**config.mk**
```make
export PLATFORM = sky130hd
export DESIGN_NAME = html_entity_decoder_flat
export DESIGN_NICKNAME = d
export VERILOG_FILES = /design/src/hw/rtl/ehd_pkg.sv /design/src/hw/rtl/ehd_in_if.sv /design/src/hw/rtl/ehd_out_if.sv /design/src/hw/rtl/html_entity_decoder.sv /design/src/hw/rtl/ehd_scan.sv /design/src/hw/rtl/ehd_burst.sv /design/src/flat_wrapper.sv
export SDC_FILE = /design/constraint.sdc
export NUM_CORES = 1
export LEC_CHECK = 0
export ABC_AREA = 1
export BUFFER_PORTS_ARGS = -buffer_cell sky130_fd_sc_hd__buf_2
export CAP_MARGIN = 5
export CORE_UTILIZATION = 45
export DETAILED_ROUTE_END_ITERATION = 7
export PLACE_DENSITY = 0.61
export RECOVER_POWER = 100
export SLEW_MARGIN = 0
export SYNTH_ARGS = -nofsm -noshare
export SYNTH_HDL_FRONTEND = slang
export SYNTH_SLANG_ARGS = --single-unit
```
**constraint.sdc**
```tcl
create_clock -name clk_i -period 3.5 [get_ports clk_i]
set_clock_uncertainty 0.15 [all_clocks]
set_input_delay 0.175 -clock clk_i [delete_from_list [all_inputs] [get_ports clk_i]]
set_output_delay 0.175 -clock clk_i [all_outputs]
set_load 0.02 [all_outputs]
```
**src/hw/rtl/ehd_pkg.sv**
```systemverilog
// Shared types, entity tables and a helper function for the entity decoder.
package ehd_pkg;

  localparam int unsigned NumEnt      = 5;
  localparam int unsigned HoldDepth   = 5;
  localparam int unsigned BurstDepth  = 6;
  localparam int unsigned PatLen      = 6;

  localparam logic [7:0] CharAmp  = 8'h26;  // '&'

  // Entity spellings, lower case; unused tail bytes are zero.
  localparam logic [7:0] EntPat [NumEnt][PatLen] = '{
    '{8'h26, 8'h61, 8'h6d, 8'h70, 8'h3b, 8'h00},  // &amp;
    '{8'h26, 8'h61, 8'h70, 8'h6f, 8'h73, 8'h3b},  // &apos;
    '{8'h26, 8'h71, 8'h75, 8'h6f, 8'h74, 8'h3b},  // &quot;
    '{8'h26, 8'h67, 8'h74, 8'h3b, 8'h00, 8'h00},  // &gt;
    '{8'h26, 8'h6c, 8'h74, 8'h3b, 8'h00, 8'h00}   // &lt;
  };
  localparam logic [2:0] EntLen [NumEnt] = '{3'd5, 3'd6, 3'd6, 3'd4, 3'd4};
  localparam logic [7:0] EntVal [NumEnt] = '{8'h26, 8'h27, 8'h22, 8'h3e, 8'h3c};

  // Bytes released by one input word, oldest in entry 0.
  typedef struct packed {
    logic [BurstDepth-1:0][7:0] bytes;
    logic [2:0]                 cnt;
    logic                       last;
  } burst_t;

  // Case-blind compare for letters, exact compare for everything else.
  function automatic logic byte_eq(logic [7:0] c, logic [7:0] p);
    logic res;
    if (p inside {[8'h61:8'h7a]}) begin
      res = (c == p) || (c == (p - 8'd32));
    end else begin
      res = (c == p);
    end
    return res;
  endfunction

endpackage

```
**src/hw/rtl/ehd_in_if.sv**
```systemverilog
// Input word channel: one encoded byte with its end-of-string flag.
interface ehd_in_if;
  logic       valid;
  logic       ready;
  logic [7:0] in_char;
  logic       in_last;

  modport source (output valid, output in_char, output in_last, input ready);
  modport sink   (input valid, input in_char, input in_last, output ready);
endinterface

```
**src/hw/rtl/ehd_out_if.sv**
```systemverilog
// Output word channel: one decoded byte with its end markers.
interface ehd_out_if;
  logic       valid;
  logic       ready;
  logic [7:0] out_char;
  logic       run_end;
  logic       string_end;

  modport source (output valid, output out_char, output run_end, output string_end,
                  input ready);
  modport sink   (input valid, input out_char, input run_end, input string_end,
                  output ready);
endinterface

```
**src/hw/rtl/html_entity_decoder.sv**
```systemverilog
// Top level of the HTML/XML entity decoder.
// Decodes &amp; &apos; &quot; &gt; and &lt; (letters in any case) in a byte
// stream, one word per byte, with in_last marking the end of each string.
// Plain bytes pass through the output register, one word per cycle while the
// output is ready. An ampersand and the bytes that may still complete an
// entity are held back and produce no output; a full match emits the single
// decoded byte, and a mismatch or end of string releases the held text
// literally, up to six bytes for one input word. Each input word fills the
// output register with its burst, which drains one byte per cycle while the
// output is ready; the next input word is taken in the cycle the last byte of
// the previous burst leaves. run_end flags the last byte of each burst and
// string_end the last byte caused by a word with in_last set.
module html_entity_decoder (
  input  logic      clk_i,
  input  logic      rst_ni,
  ehd_in_if.sink    in_i,
  ehd_out_if.source out_o
);

  ehd_pkg::burst_t burst;
  logic            can_load;
  logic            accept;

  // Take a word whenever the output register is free or frees this cycle.
  assign in_i.ready = can_load;
  assign accept     = in_i.valid && can_load;

  // Match against the entity table and build the burst for this word.
  ehd_scan u_scan (
    .clk_i    (clk_i),
    .rst_ni   (rst_ni),
    .accept_i (accept),
    .char_i   (in_i.in_char),
    .last_i   (in_i.in_last),
    .burst_o  (burst)
  );

  // Hold the burst and hand it out a byte at a time.
  ehd_burst u_burst (
    .clk_i      (clk_i),
    .rst_ni     (rst_ni),
    .load_i     (accept),
    .burst_i    (burst),
    .can_load_o (can_load),
    .out_o      (out_o)
  );

endmodule

```
**src/hw/rtl/ehd_scan.sv**
```systemverilog
// Entity matcher: held bytes, live-entity mask and the burst for each word.
module ehd_scan (
  input  logic            clk_i,
  input  logic            rst_ni,
  input  logic            accept_i,
  input  logic [7:0]      char_i,
  input  logic            last_i,
  output ehd_pkg::burst_t burst_o
);

  logic [7:0]                   held_q [ehd_pkg::HoldDepth];
  logic [7:0]                   held_d [ehd_pkg::HoldDepth];
  logic [2:0]                   cnt_q, cnt_d;
  logic [ehd_pkg::NumEnt-1:0]   alive_q, alive_d;

  logic [ehd_pkg::NumEnt-1:0]   hit;
  logic [7:0]                   fval;
  logic [2:0]                   flen;
  logic                         is_amp;
  logic [ehd_pkg::BurstDepth-1:0][7:0] lst;

  always_comb begin
    for (int e = 0; e < ehd_pkg::NumEnt; e++) begin
      hit[e] = alive_q[e] && (cnt_q < ehd_pkg::EntLen[e]) &&
               ehd_pkg::byte_eq(char_i, ehd_pkg::EntPat[e][cnt_q]);
    end
    // Lowest entity index wins.
    fval = '0;
    flen = '0;
    for (int e = ehd_pkg::NumEnt - 1; e >= 0; e--) begin
      if (hit[e]) begin
        fval = ehd_pkg::EntVal[e];
        flen = ehd_pkg::EntLen[e];
      end
    end
  end

  // Held bytes followed by the current byte.
  always_comb begin
    for (int i = 0; i < ehd_pkg::HoldDepth; i++) begin
      lst[i] = (3'(i) < cnt_q) ? held_q[i] : char_i;
    end
    lst[ehd_pkg::BurstDepth-1] = char_i;
  end

  assign is_amp = (char_i == ehd_pkg::CharAmp);

  always_comb begin
    held_d        = held_q;
    cnt_d         = cnt_q;
    alive_d       = alive_q;
    burst_o.bytes = lst;
    burst_o.cnt   = '0;
    burst_o.last  = last_i;
    if (cnt_q == 3'd0) begin
      if (is_amp && !last_i) begin
        held_d[0] = char_i;
        cnt_d     = 3'd1;
        alive_d   = '1;
      end else begin
        burst_o.cnt = 3'd1;
      end
    end else if (|hit) begin
      if (cnt_q + 3'd1 == flen) begin
        burst_o.bytes[0] = fval;
        burst_o.cnt      = 3'd1;
        cnt_d            = 3'd0;
      end else if (last_i) begin
        burst_o.cnt = cnt_q + 3'd1;
        cnt_d       = 3'd0;
      end else begin
        for (int i = 0; i < ehd_pkg::HoldDepth; i++) begin
          if (3'(i) == cnt_q) held_d[i] = char_i;
        end
        cnt_d   = cnt_q + 3'd1;
        alive_d = hit;
      end
    end else begin
      // Mismatch: release held text; a new ampersand opens a fresh match.
      if (is_amp && !last_i) begin
        burst_o.cnt = cnt_q;
        held_d[0]   = char_i;
        cnt_d       = 3'd1;
        alive_d     = '1;
      end else begin
        burst_o.cnt = cnt_q + 3'd1;
        cnt_d       = 3'd0;
      end
    end
  end

  always_ff @(posedge clk_i or negedge rst_ni) begin
    if (!rst_ni) begin
      cnt_q   <= '0;
      alive_q <= '0;
    end else if (accept_i) begin
      cnt_q   <= cnt_d;
      alive_q <= alive_d;
    end
  end

  always_ff @(posedge clk_i) begin
    if (accept_i) begin
      held_q <= held_d;
    end
  end

endmodule

```
**src/hw/rtl/ehd_burst.sv**
```systemverilog
// Output register: holds one word's burst and shifts it out a byte at a time.
module ehd_burst (
  input  logic            clk_i,
  input  logic            rst_ni,
  input  logic            load_i,
  input  ehd_pkg::burst_t burst_i,
  output logic            can_load_o,
  ehd_out_if.source       out_o
);

  logic [ehd_pkg::BurstDepth-1:0][7:0] buf_q, buf_d;
  logic [2:0]                          rem_q, rem_d;
  logic                                last_q;
  logic                                pop;

  assign out_o.valid      = (rem_q != 3'd0);
  assign out_o.out_char   = buf_q[0];
  assign out_o.run_end    = (rem_q == 3'd1);
  assign out_o.string_end = (rem_q == 3'd1) && last_q;

  assign pop        = out_o.valid && out_o.ready;
  assign can_load_o = (rem_q == 3'd0) || ((rem_q == 3'd1) && out_o.ready);

  always_comb begin
    buf_d = buf_q;
    rem_d = rem_q;
    if (load_i) begin
      buf_d = burst_i.bytes;
      rem_d = burst_i.cnt;
    end else if (pop) begin
      for (int i = 0; i < ehd_pkg::BurstDepth - 1; i++) begin
        buf_d[i] = buf_q[i+1];
      end
      rem_d = rem_q - 3'd1;
    end
  end

  always_ff @(posedge clk_i or negedge rst_ni) begin
    if (!rst_ni) begin
      rem_q <= '0;
    end else begin
      rem_q <= rem_d;
    end
  end

  always_ff @(posedge clk_i) begin
    buf_q <= buf_d;
    if (load_i) begin
      last_q <= burst_i.last;
    end
  end

endmodule
```
**src/flat_wrapper.sv**
```systemverilog
// flat-port wrapper written by rule: the top's interface ports become plain ports
module html_entity_decoder_flat 
  (clk_i, rst_ni, in_i_valid, in_i_in_char, in_i_in_last, in_i_ready, out_o_valid, out_o_out_char, out_o_run_end, out_o_string_end, out_o_ready);
  ehd_in_if in_i_i ();
  ehd_out_if out_o_i ();
  input  logic clk_i;
  input  logic rst_ni;
  input wire logic [$bits(in_i_i.valid)-1:0] in_i_valid;
  input wire logic [$bits(in_i_i.in_char)-1:0] in_i_in_char;
  input wire logic [$bits(in_i_i.in_last)-1:0] in_i_in_last;
  output wire logic [$bits(in_i_i.ready)-1:0] in_i_ready;
  output wire logic [$bits(out_o_i.valid)-1:0] out_o_valid;
  output wire logic [$bits(out_o_i.out_char)-1:0] out_o_out_char;
  output wire logic [$bits(out_o_i.run_end)-1:0] out_o_run_end;
  output wire logic [$bits(out_o_i.string_end)-1:0] out_o_string_end;
  input wire logic [$bits(out_o_i.ready)-1:0] out_o_ready;
  assign in_i_i.valid = in_i_valid;
  assign in_i_i.in_char = in_i_in_char;
  assign in_i_i.in_last = in_i_in_last;
  assign in_i_ready = in_i_i.ready;
  assign out_o_valid = out_o_i.valid;
  assign out_o_out_char = out_o_i.out_char;
  assign out_o_run_end = out_o_i.run_end;
  assign out_o_string_end = out_o_i.string_end;
  assign out_o_i.ready = out_o_ready;
  html_entity_decoder u_core (.clk_i(clk_i), .rst_ni(rst_ni), .in_i(in_i_i), .out_o(out_o_i));
endmodule
```
==> results.py, run 1 <==
metrics = {
    "synth": {
        "synth_cells": 639,
        "synth.cell_area_sq_um": 5473,
        "avgSynthCellArea_sq_um": 8.565,
        "yosysTopAreaCellShare_pct": 48.83,
        "ys_ff_latch": 100,
        "post_synth_num_cell_types": 34,
        "post-synth-top-area-cell": "sky130_fd_sc_hd__edfxtp_1",
        "yosysWarnings": 0,
        "synth_fp_nets": 662,
        "synth_area_leaders": "sky130_fd_sc_hd__edfxtp_1 (49%), sky130_fd_sc_hd__nand2_1 (13%), sky130_fd_sc_hd__dfrtp_1 (5.0%), sky130_fd_sc_hd__nor2_1 (4.9%), sky130_fd_sc_hd__o21ai_0 (4.7%)",
        "ys_seq_area_share_pct": 53.86,
    },
    "sta": {
        "rsz0062_at_grt": "no",
        "max_slew_margin_pct": 26.11,
        "setup_viol_count_final": 0,
        "post-route-period-util_pct": 94.33,
        "hold-worst-slack_ns": 0.07677,
        "final_max_slew_viol_count": 0,
        "layout_setup_ws_ns": 0.1984,
        "fin_setup_tns_ns": 0,
        "finalHoldViolations": 0,
        "final.min_clock_period_ns": 3.302,
        "timing.fmax_mhz": 302.9,
        "tightest_slew_ns": 1.108,
    },
    "power_and_ir_drop": {
        "clock_power_share_pct": 20.4,
        "cellPowerDensity_nw_per_um2": 834.4,
        "power_switching_mw": 2.210,
        "netSwitchingFraction_pct": 42.82,
        "ir_worst_vdd_mv": 0.3760,
        "total_leakage_power_nw": 2.623,
        "share_seq_of_total_power_pct": 32.9,
        "cell_internal_power_mw": 2.952,
        "pwr-share-comb_pct": 46.7,
    },
    "clock_network": {
        "htreeDepth": 3,
        "clkTransAtPathRegs_ns": 0.07,
        "cts_tree": "yes",
        "cts.root.buffer_cell": "sky130_fd_sc_hd__clkbuf_16",
        "insertion_delay_ns": 0.35,
        "numCtsBuffers": 9,
        "cts_sinks": 100,
        "maximum_count_of_clock_buffers_along_a_single_path": 2,
    },
    "placed_design": {
        "placement.setup.worst_slack_ns": 0.05578,
        "post-dp-hpwl_um": 10560,
        "buffer_ports.inserted": 24,
        "placement.cell_area_sq_um": 5882,
        "globalplace.congestion": 0.9279,
    },
    "setup_path": {
        "worst-endpoint-arrival_ns": 3.21,
        "worst_setup_path_start_kind": "flip-flop",
        "worst_ep_required_time_ns": 3.41,
        "worst-setup-path-type": "reg2reg",
        "critPathCaptureType": "flip-flop",
        "crit_fanout": 9,
    },
    "global_routing": {
        "track_usage_pct": 24.91,
        "wire_length_of_the_first_global_routing_pass_um": 23500,
        "grt_overflow": 0,
        "grt_max_degree": 50,
        "grt_pass1_vias": 4259,
        "grt_antenna_before_repair": 0,
    },
    "route": {
        "avgViaCountPerCell": 5.486,
        "route.antenna.remaining_nets": 0,
        "dr.first_iter.drc_count": 479,
        "first_pass_iters": 8,
        "totalWireLength_um": 14740,
        "met3_length_um": 876,
        "routedWlPerCell_um": 17.75,
        "drt_drc_violations_left": 3,
        "wl_met1_um": 6833,
        "met2WireLength_um": 6678,
        "dr_total_vias": 4553,
        "dr.max_layer_used": "met4",
    },
    "layout": {
        "layout-drive-gt1-share_pct": 11.50,
        "design.final.nets": 705,
        "finish.instance_area_sq_um": 6186,
        "flow.area_growth_from_synthesis_pct": 13.03,
        "layout.filler_cells": 1109,
        "finish.utilization_pct": 53.26,
        "insertedDiodeCount": 0,
        "multi_input_gate_area_sq_um": 2173,
        "layout.area.seq_sq_um": 2948,
    },
    "run_status": {
        "status": "finished with violations",
        "failed_checks": "design-rule violations",
    },
    "die": {
        "die_h_um": 112.3,
        "floorplan.core_area_sq_um": 11610,
        "design.die.area_sq_um": 12610,
        "chipWidth_um": 112.3,
        "start_util_pct": 47.12,
        "placement_rows": 39,
        "top_level_ports": 25,
    },
    "worst_hold_path": {
        "hp_class": "in2reg",
    },
    "job": {
        "cap_violations": 0,
    },
}
==> critical path, stage by stage (launching register included) <==
cell	delay (ns)
sky130_fd_sc_hd__dfrtp_1	0.36
sky130_fd_sc_hd__clkinv_1	0.09
sky130_fd_sc_hd__buf_4	0.19
sky130_fd_sc_hd__ha_1	0.26
sky130_fd_sc_hd__nor2_2	0.17
sky130_fd_sc_hd__inv_1	0.09
sky130_fd_sc_hd__nand3_1	0.09
sky130_fd_sc_hd__nand2_1	0.06
sky130_fd_sc_hd__nor2_1	0.09
sky130_fd_sc_hd__nand2_1	0.06
sky130_fd_sc_hd__nor2_1	0.11
sky130_fd_sc_hd__nand2_2	0.14
sky130_fd_sc_hd__nand2_1	0.13
sky130_fd_sc_hd__nor2_1	0.09
sky130_fd_sc_hd__nand3_1	0.08
sky130_fd_sc_hd__nand2_1	0.10
sky130_fd_sc_hd__nand2_4	0.08
sky130_fd_sc_hd__nand4_1	0.13
sky130_fd_sc_hd__buf_4	0.20
sky130_fd_sc_hd__nor3_1	0.14
sky130_fd_sc_hd__buf_4	0.20
==> power by group through the flow <==
stage | Combinational (mW) | Clock [mW] | Sequential (mW)
after floorplan | 1.68 | 0 | 1.70
after global placement | 2.38 | 0 | 1.72
after detailed placement | 2.38 | 0 | 1.72
after CTS | 2.39 | 1.07 | 1.70
after global routing | 2.71 | 1.11 | 1.72
final | 2.41 | 1.05 | 1.70
==> per-stage QoR <==
step / power [mW] / instances
finish: 5.161 / 830
floorplan: 3.381 / 639
detailed placement: 4.099 / 810
CTS: 5.156 / 829
global placement: 4.101 / 810
global route: 5.541 / 830
==> cell type report <==
class | instances | share of cell area, %
sequential | 100 | 47.65
multi-input combinational | 454 | 35.13
timing repair buffer | 64 | 6.068
clock buffer | 9 | 3.641
inverter | 53 | 3.256
tap | 143 | 2.892
clock inverter | 7 | 1.355
==> routing by layer <==
| layer | track usage (%) | vias up |
|---|---|---|
| met5 | 0 | - |
| met1 | 35.10 | 2141 |
| met4 | 9.689 | 0 |
| met2 | 38.39 | 160 |
| met3 | 4.428 | 29 |
| li1 | - | 2223 |
==> cells in the final DEF, fill, tap and decap left out, types with 2 or more instances in the layout <==
| master | n |
|---|---|
| sky130_fd_sc_hd__edfxtp_1 | 89 |
| sky130_fd_sc_hd__clkinv_1 | 3 |
| sky130_fd_sc_hd__o21ai_0 | 51 |
| sky130_fd_sc_hd__a31oi_1 | 21 |
| sky130_fd_sc_hd__clkbuf_16 | 9 |
| sky130_fd_sc_hd__dfrtp_1 | 11 |
| sky130_fd_sc_hd__nor2_2 | 6 |
| sky130_fd_sc_hd__buf_2 | 4 |
| sky130_fd_sc_hd__xor2_1 | 7 |
| sky130_fd_sc_hd__nand3_1 | 35 |
| sky130_fd_sc_hd__inv_6 | 2 |
| sky130_fd_sc_hd__a211oi_1 | 2 |
| sky130_fd_sc_hd__clkbuf_2 | 2 |
| sky130_fd_sc_hd__nand2_2 | 6 |
| sky130_fd_sc_hd__ha_1 | 9 |
| sky130_fd_sc_hd__nand2_1 | 194 |
| sky130_fd_sc_hd__nor2_1 | 69 |
| sky130_fd_sc_hd__nand4_1 | 7 |
| sky130_fd_sc_hd__buf_4 | 28 |
| sky130_fd_sc_hd__inv_2 | 5 |
| sky130_fd_sc_hd__a21oi_1 | 19 |
| sky130_fd_sc_hd__nand2_4 | 3 |
| sky130_fd_sc_hd__o22ai_1 | 3 |
| sky130_fd_sc_hd__clkbuf_1 | 26 |
| sky130_fd_sc_hd__or2_2 | 3 |
| sky130_fd_sc_hd__nor3_1 | 7 |
| sky130_fd_sc_hd__inv_1 | 45 |
| sky130_fd_sc_hd__nor2_4 | 2 |
| sky130_fd_sc_hd__dlygate4sd3_1 | 3 |
==> final timing paths <==
path                                     startpoint                          endpoint  slack (ns)  cells past startpoint
max                          u_core.u_scan.cnt_q[0]           u_core.u_scan.held_q[6]        0.20                     20
min                                 in_i_in_char[6]          u_core.u_scan.held_q[22]        0.08                      1
max reg2reg                  u_core.u_scan.cnt_q[0]           u_core.u_scan.held_q[6]        0.20                     20
min reg2reg                u_core.u_burst.buf_q[15]  u_core.u_burst.out_o.out_char[7]        0.37                      2
max in group asynchronous                    rst_ni           u_core.u_burst.rem_q[2]        2.61                      2
min in group asynchronous                    rst_ni          u_core.u_scan.alive_q[4]        0.19                      2
==> registers in the layout, summed over array words and instances, names as in the netlist <==
| register | flops |
|---|---|
| u_core.u_burst.out_o.out_char | 8 |
| u_core.u_burst.rem_q | 3 |
| u_core.u_scan.held_q | 40 |
| u_core.u_scan.cnt_q | 3 |
| u_core.u_scan.alive_q | 5 |
| u_core.u_burst.buf_q | 40 |
| u_core.u_burst.last_q | 1 |
==> synth_stat cells, drive strengths merged <==
library cell,number
a211oi,2
o31ai,1
clkinv,1
nor4,1
nor3,8
ha,10
nand4,7
o21ai,52
o211ai,1
xor2,7
or2,3
a31oi,21
inv,52
dfrtp,11
and3,1
xnor2,1
clkbuf,15
nor2,77
o22ai,3
edfxtp,89
nand3,36
a21oi,19
buf,17
nand2,203
o32ai,1
==> cells by family after synthesis <==
logic type | share of synthesized area [%]
buffers and inverters | 6.790
AO/OA/AOI/OAI | 9.945
AND/OR/NAND/NOR | 25.83
XOR/XNOR | 1.280
flip-flops | 53.86
adder cells (fa/ha/maj) | 2.286
==> what timing repair did <==
item                                   CTS  global route
setup endpoints to repair                0            44
setup buffers                            0             1
endpoints found under the hold margin   13             0
gates resized for setup                  0             9
hold buffers                             3             0
Note: power is estimated with default switching activity, not from simulation.
==> inputs of run 2 (changes only) <==
CORE_UTILIZATION = 40   (was 45)
CTS_CLUSTER_SIZE = 25   (was default)
PLACE_DENSITY = 0.55   (was 0.61)
==> results.py, run 2 (synthesis results as in run 1) <==
metrics = {
    "sta": {
        "finalHoldViolations": 0,
        "layout_setup_ws_ns": 0.2681,
        "setup_viol_count_final": 0,
        "timing.fmax_mhz": 309.4,
        "max_slew_margin_pct": 25.39,
        "hold-worst-slack_ns": 0.1098,
        "final.min_clock_period_ns": 3.232,
        "tightest_slew_ns": 1.119,
        "post-route-period-util_pct": 92.34,
        "fin_setup_tns_ns": 0,
        "final_max_slew_viol_count": 0,
    },
    "placed_design": {
        "dp.cells": 840,
        "buffer_ports.inserted": 24,
        "placement.setup.worst_slack_ns": 0.1446,
        "post-dp-hpwl_um": 10930,
        "globalplace.congestion": 0.9798,
    },
    "route": {
        "dr_total_vias": 4544,
        "routedWlPerCell_um": 17.61,
        "avgViaCountPerCell": 5.259,
        "dr.first_iter.drc_count": 392,
        "route.antenna.remaining_nets": 0,
        "first_pass_iters": 5,
        "drt_drc_violations_left": 0,
        "totalWireLength_um": 15220,
    },
    "clock_network": {
        "cts_sinks": 100,
        "cts_tree": "yes",
        "cts.root.buffer_cell": "sky130_fd_sc_hd__clkbuf_16",
        "insertion_delay_ns": 0.36,
        "maximum_count_of_clock_buffers_along_a_single_path": 2,
        "htreeDepth": 3,
        "clkTransAtPathRegs_ns": 0.07,
        "numCtsBuffers": 9,
    },
    "setup_path": {
        "worst_ep_required_time_ns": 3.42,
        "critical_path.n_buffers_inverters": 5,
        "critPathCaptureType": "flip-flop",
        "crit_fanout": 15,
        "worst_path_most_repeated_cell": "sky130_fd_sc_hd__nand2_1",
        "timing.critical_path.max_delay_family": "simple AND/OR/NAND/NOR gates",
        "worstPathCellList": "inv_2 -> buf_4 -> nand2_1 -> a21oi_1 -> nor2_2 -> nand2_1 -> inv_1 -> nand2_1 -> nor2_1 -> nor2_2 -> nand3_4 -> nand2_1 -> nand2_1 -> nand2_4 -> nand4_1 -> buf_2 -> nor3_1 -> buf_4",
        "worst_setup_path_start_kind": "flip-flop",
        "slowest_stage": "sky130_fd_sc_hd__dfrtp_2",
        "slowest_delay_ns": 0.47,
        "worst-endpoint-arrival_ns": 3.15,
        "worst-setup-path-type": "reg2reg",
    },
    "layout": {
        "flow.area_growth_from_synthesis_pct": 13.67,
        "mostFrequentLayoutCells": "sky130_fd_sc_hd__nand2_1 (195), sky130_fd_sc_hd__edfxtp_1 (89), sky130_fd_sc_hd__nor2_1 (69)",
        "design.final.nets": 706,
        "finish.utilization_pct": 46.79,
        "layout_commonest_cell": "sky130_fd_sc_hd__nand2_1",
        "insertedDiodeCount": 0,
        "layout-drive-gt1-share_pct": 12.06,
        "layout.filler_cells": 1299,
        "layout.cells.non_filler": 864,
    },
    "die": {
        "chipWidth_um": 119.0,
        "floorplan.core_area_sq_um": 13300,
        "placement_rows": 42,
        "start_util_pct": 41.16,
        "design.die.area_sq_um": 14150,
        "top_level_ports": 25,
        "die_h_um": 119.0,
    },
    "power_and_ir_drop": {
        "ir_worst_vdd_mv": 0.3473,
        "cellPowerDensity_nw_per_um2": 819.5,
        "total_leakage_power_nw": 2.603,
    },
    "run_status": {
        "status": "finished clean",
    },
    "worst_hold_path": {
        "hp_class": "in2reg",
    },
    "job": {
        "cap_violations": 0,
    },
    "global_routing": {
        "grt_max_degree": 44,
        "wire_length_of_the_first_global_routing_pass_um": 24070,
        "grt_pass1_vias": 4306,
        "grt_antenna_before_repair": 0,
        "track_usage_pct": 22.78,
        "grt_overflow": 0,
    },
}
run 2: cell count changes in the layout (fill, tap and decap cells not counted), sizes merged:
cell	change
clkinvlp	+3
bufinv	-1
clkbuf	+1
clkinv	-1
inv	-1
run 2: report_power, final:
group / switching (mW) / total, mW / internal [mW]
clock network: 0.453 / 0.945 / 0.493
registers: 0.0865 / 1.70 / 1.61
logic: 1.67 / 2.45 / 0.780
total: 2.21 / 5.10 / 2.89
run 2: repair_timing:
action	CTS	global route
hold endpoints to repair	15	0
gates resized for setup	0	13
hold buffers	3	0
endpoints found under the setup margin	0	44
buffers inserted	0	5
run 2: path summary, 6_finish.rpt:
| path | startpoint | endpoint | slack, ns | depth (start not counted) |
|---|---|---|---|---|
| max | u_core.u_scan.cnt_q[2] | u_core.u_scan.held_q[0] | 0.27 | 18 |
| min | in_i_in_char[0] | u_core.u_scan.held_q[8] | 0.11 | 1 |
| max reg2reg | u_core.u_scan.cnt_q[2] | u_core.u_scan.held_q[0] | 0.27 | 18 |
| min reg2reg | u_core.u_burst.buf_q[9] | u_core.u_burst.out_o.out_char[1] | 0.37 | 2 |
| max in group asynchronous | rst_ni | u_core.u_scan.cnt_q[2] | 2.52 | 2 |
| min in group asynchronous | rst_ni | u_core.u_scan.alive_q[1] | 0.22 | 2 |
run 2: area by class of cell:
type / instances / area [sq um] / area share, %
multi-input combinational: 454 / 2181 / 35.06
clock inverter: 7 / 58.81 / 0.9453
sequential: 100 / 2949 / 47.41
timing repair buffer: 65 / 385.4 / 6.195
inverter: 53 / 201.4 / 3.238
tap: 176 / 220.2 / 3.540
clock buffer: 9 / 225.2 / 3.620
run 2: through the flow:
step           total power, mW  area (sq um)
6_report                 5.098          6221
5_1_grt                  5.500          6221
4_1_cts                  5.076          6215
3_5_place_dp             4.114          5901
3_3_place_gp             4.107          5901
2_1_floorplan            3.381          5473
run 2: routing by layer:
layer | global-route usage, % | part of all wire (%) | vias to the layer above
li1 | - | - | 2222
met1 | 30.09 | 45 | 2125
met2 | 37.43 | 47 | 166
met3 | 3.784 | 5.3 | 31
met4 | 8.782 | 2.9 | 0
met5 | 0 | 0 | -
